[src/rtl/l2lb_pkg.sv]
package l2lb_pkg;

    localparam int MAC_ENTRIES_DEF = 4096;
    localparam int PORT_COUNT_DEF  = 256;

    localparam logic [47:0] MAC_BCAST = 48'hFFFF_FFFF_FFFF;

    // Result action codes
    typedef enum logic [1:0] {
        ACT_DROP    = 2'd0,
        ACT_FLOOD   = 2'd1,
        ACT_FORWARD = 2'd2,
        ACT_WRITE   = 2'd3
    } t_action;

    // Item classes decided by the front end
    typedef enum logic [1:0] {
        K_FRAME = 2'd0,
        K_SHORT = 2'd1,
        K_CMD   = 2'd2
    } t_kind;

    typedef struct packed {
        t_kind       kind;
        logic [47:0] src_mac;
        logic [47:0] dst_mac;
        logic [7:0]  in_port;
        logic        has_vlan;
        logic [7:0]  table_port;
        logic [11:0] table_vlan;
    } t_item;

    typedef struct packed {
        t_action     action;
        logic [7:0]  out_port;
        logic        strip_tag;
        logic        push_tag;
        logic [11:0] push_vlan;
    } t_result;

endpackage

[src/rtl/l2lb_front.sv]
module l2lb_front (
    input  logic           i_clk,
    input  logic           i_rst_n,
    input  logic           i_valid,
    output logic           o_ready,
    input  logic           i_command,
    input  logic [47:0]    i_src_mac,
    input  logic [47:0]    i_dst_mac,
    input  logic [7:0]     i_in_port,
    input  logic           i_has_vlan,
    input  logic           i_frame_short,
    input  logic [7:0]     i_table_port,
    input  logic [11:0]    i_table_vlan,
    output logic           o_item_valid,
    input  logic           i_item_ready,
    output l2lb_pkg::t_item o_item
);

    l2lb_pkg::t_item r_q [2];
    logic            r_wp, r_rp;
    logic [1:0]      r_cnt;
    l2lb_pkg::t_item w_item;
    logic            w_push, w_pop;

    // Classify the incoming transaction
    always_comb begin
        w_item.kind       = i_command ? l2lb_pkg::K_CMD :
                            (i_frame_short ? l2lb_pkg::K_SHORT : l2lb_pkg::K_FRAME);
        w_item.src_mac    = i_src_mac;
        w_item.dst_mac    = i_dst_mac;
        w_item.in_port    = i_in_port;
        w_item.has_vlan   = i_has_vlan;
        w_item.table_port = i_table_port;
        w_item.table_vlan = i_table_vlan;
    end

    assign o_ready      = (r_cnt != 2'd2);
    assign o_item_valid = (r_cnt != 2'd0);
    assign o_item       = r_q[r_rp];
    assign w_push       = i_valid && o_ready;
    assign w_pop        = o_item_valid && i_item_ready;

    // Two-entry queue toward the engine
    always_ff @(posedge i_clk) begin
        if (w_push) begin
            r_q[r_wp] <= w_item;
        end
        if (!i_rst_n) begin
            r_wp  <= 1'b0;
            r_rp  <= 1'b0;
            r_cnt <= 2'd0;
        end else begin
            if (w_push) r_wp <= ~r_wp;
            if (w_pop)  r_rp <= ~r_rp;
            r_cnt <= r_cnt + {1'b0, w_push} - {1'b0, w_pop};
        end
    end

endmodule

[config.mk]
export PLATFORM = sky130hd
export DESIGN_NAME = l2lb_front
export DESIGN_NICKNAME = d
export VERILOG_FILES = /design/src/rtl/l2lb_pkg.sv /design/src/rtl/l2lb_front.sv
export SDC_FILE = /design/constraint.sdc
export NUM_CORES = 1
export LEC_CHECK = 0
export ABC_AREA = 1
export BUFFER_PORTS_ARGS = -buffer_cell sky130_fd_sc_hd__buf_2
export CAP_MARGIN = 20
export CORE_ASPECT_RATIO = 0.75
export CORE_UTILIZATION = 54
export CTS_BUF_LIST = sky130_fd_sc_hd__clkbuf_4 sky130_fd_sc_hd__clkbuf_8 sky130_fd_sc_hd__clkbuf_16
export CTS_CLUSTER_DIAMETER = 200
export CTS_CLUSTER_SIZE = 40
export DETAILED_ROUTE_END_ITERATION = 10
export GPL_TIMING_DRIVEN = 0
export PLACE_DENSITY = 0.79
export SYNTH_ARGS = -nofsm -noshare
export SYNTH_HDL_FRONTEND = slang
export SYNTH_SLANG_ARGS = --single-unit
[constraint.sdc]
create_clock -name i_clk -period 16.4 [get_ports i_clk]
set_input_delay 1.64 -clock i_clk [delete_from_list [all_inputs] [get_ports i_clk]]
set_output_delay 1.64 -clock i_clk [all_outputs]
set_load 0.1 [all_outputs]
==> impl_results.md <==
* Die Wd at 155.3 um
* CP endpoint kind: output pin
* Flops & latches, synth at 259
* Post-Syn Area at 9512 sq um
* N_diodes at 0
* CTS tree: yes
* Total CTS buffers at 10
* Post-Syn Nets at 565
* FF-to-FF End: r_q[0][123]$_DFFE_PP_
* Final net count at 844
* Maxcap violations at 0
* Startpoint Class: register
* Largest net degree at the start of global routing at 42
* Layout cells sized above 1 at 59.33%
* RSZ-0062 raised after global routing: false
* CTS Hold Bufs at 0
* Global route overflow at 0
* Antenna viol nets, final at 0
* TritonRoute pass-1 iters at 4
* Num ports at 260
* Total Wirelength at 17.37 mm
* Hold depth at 2
* Post-DP Area at 11,280 sq um
* Sequential fraction of the synthesis area at 81.24%
* Gpl congestion at 0.7504
* Via count at 4,758
* Yosys Warn Count at 0
* Setup CP Type: register to output pin
* First-pass GRT wire length at 25.61 mm
* Ranking of synthesized cells by area: edfxtp_1 (80%), mux2_2 (11%), mux2_4 (4.7%), dfxtp_1 (1.1%), buf_6 (0.59%)
* Synth top area share at 80.19%
* Avg Cell Area, Syn at 21.97 sq um
* Final Instance Area at 11,590 sq um
* Area grow syn2layout at 21.86%
* DP HPWL at 12.63 mm
* FF/Latch Area at 7727 sq um
* Routed len/inst at 18.30 um
* Clk_lat worst skew at 0.48 ns
* Multi-input logic area at 1668 sq um
* Clock buffer depth at 3
* DRC marker count from the first detailed-route iteration at 320
* FF-to-FF setup slack at 14.38 ns
* Worst Hold End: r_rp$_SDFFE_PN0P_
* Count of unique library cells instantiated by Yosys at 13
* Status: finished clean
* Filler Cells Inserted at 1,151
* Hold Crit Class: register to register
* Cell count after synthesis at 433
* Arrival time at the worst endpoint at 1.98 ns
* Die height at 116.9 um
* Setup_tns at 0 ns
* Vias per cell at 5.014
* Post-CTS resize count at 0
* R2R depth at 6
* Minimum clock period at 3.615 ns
* Vias in the first global route at 4,802
* Hold Startpoint: r_rp$_SDFFE_PN0P_
* Drt drc at 0
* RR Startpoint: r_cnt[0]$_SDFF_PN0_
* Clock root cell: clkbuf_16
* Area leader, netlist: edfxtp_1
* Commonest cells after routing, fill and taps aside: buf_2 (268), edfxtp_1 (254), mux2_2 (97)
* Worst-path clk slew at 0.13 ns
* Postcts setup bufs at 0
* Most common cell after layout, fill and taps aside: buf_2
* H-tree depth at 1
* Worst Skew at 0.01980 ns
* Max Slew Vio Count at 0
* Overall Global Routing Usage at 18.64%
* Final Setup Violations at 0
* Relative slew slack at 65.32%
* Antenna violations before repair at 2
* Endpoints failing hold at 0
* Rows at 41
* CTS Sinks at 259
* Max Freq at 276.6 MHz
* Die ar. at 18,150 sq um
* Core ar. at 17,030 sq um
* Fin crit share at 22.05%
* Worst path required time at 14.76 ns
* Maximum fanout along the worst path at 10
* Worst-Margin Slew at 0.5238 ns
* Starting Density at 55.85%
* I/O Buffers at 259
==> worst max-delay path: stages, from the launching register on <==
cell	delay (ns)
dfxtp_1	0.35
buf_6	0.16
buf_6	0.18
buf_6	0.20
mux2_4	0.32
buf_2	0.29
==> stage by stage <==
stage          hold WS, ns  setup slack (ns)  instances  util (%)
2_1_floorplan       0.4669             8.618        433         -
3_3_place_gp        0.4793             6.193        928     65.19
3_5_place_dp        0.4955             13.18        936     66.22
4_1_cts             0.5284             12.75        949     68.06
5_1_grt             0.5720             12.68        949     68.06
6_report            0.5207             12.78        949     68.06
==> cell type report <==
class | instances | share of cell area, %
plain buffers | 14 | 0.8744
clock buffers | 12 | 2.440
clock inverters | 1 | 0.2591
inverters | 8 | 0.2591
multi-input cells | 152 | 14.39
flip-flops and latches | 259 | 66.67
well taps | 236 | 2.547
repair buffers | 267 | 12.56
==> worst max-delay path by stage <==
| stage | startpoint | to | slack [ns] | cells past startpoint |
|---|---|---|---|---|
| 4_1_cts | register | o_item[74] | 12.75 | 4 |
| 3_5_place_dp | i_valid | r_q[0][104]$_DFFE_PP_ | 13.18 | 5 |
| 6_report | register | o_item[99] | 12.78 | 5 |
| 5_1_grt | register | o_item[96] | 12.68 | 5 |
| 2_1_floorplan | i_valid | r_q[1][0]$_DFFE_PP_ | 8.62 | 2 |
| 3_3_place_gp | i_valid | r_q[1][119]$_DFFE_PP_ | 6.19 | 3 |
==> routing by layer <==
| metal | track usage [%] | vias up | part of all wire [%] |
|---|---|---|---|
| met5 | 0 | - | 0.13 |
| met4 | 4.510 | 4 | 1.8 |
| met3 | 6.333 | 25 | 8.8 |
| met2 | 32.04 | 192 | 48 |
| met1 | 23.12 | 2299 | 41 |
| li1 | - | 2238 | - |
==> logic make-up (layout without fill, tap and decap cells) <==
group | count (synthesis) | in the layout | share of synthesized area [%]
flip-flops | 259 | 259 | 81.24
multiplexers | 127 | 127 | 16.22
AND/OR/NAND/NOR | 22 | 22 | 0.8813
buffers and inverters | 22 | 302 | 1.381
adder cells (fa/ha/maj) | 1 | 1 | 0.1315
AO/OA/AOI/OAI | 1 | 1 | 0.05257
XOR/XNOR | 1 | 1 | 0.09210
==> flip-flops by register name, indices dropped and copies added, names as in the netlist, named ones only <==
signal	cells
r_cnt	2
r_rp	1
r_wp	1
r_q	254
==> synth_stat cells (all sizes together) <==
cell type	number
edfxtp	254
mux2	127
buf	14
nand2	11
nor2	10
inv	8
dfxtp	5
a21oi	1
ha	1
nand3	1
xnor2	1
Power is left out: the tool's default activity adds up to more than one toggle a clock period on the data nets, which glitch-free logic cannot reach.
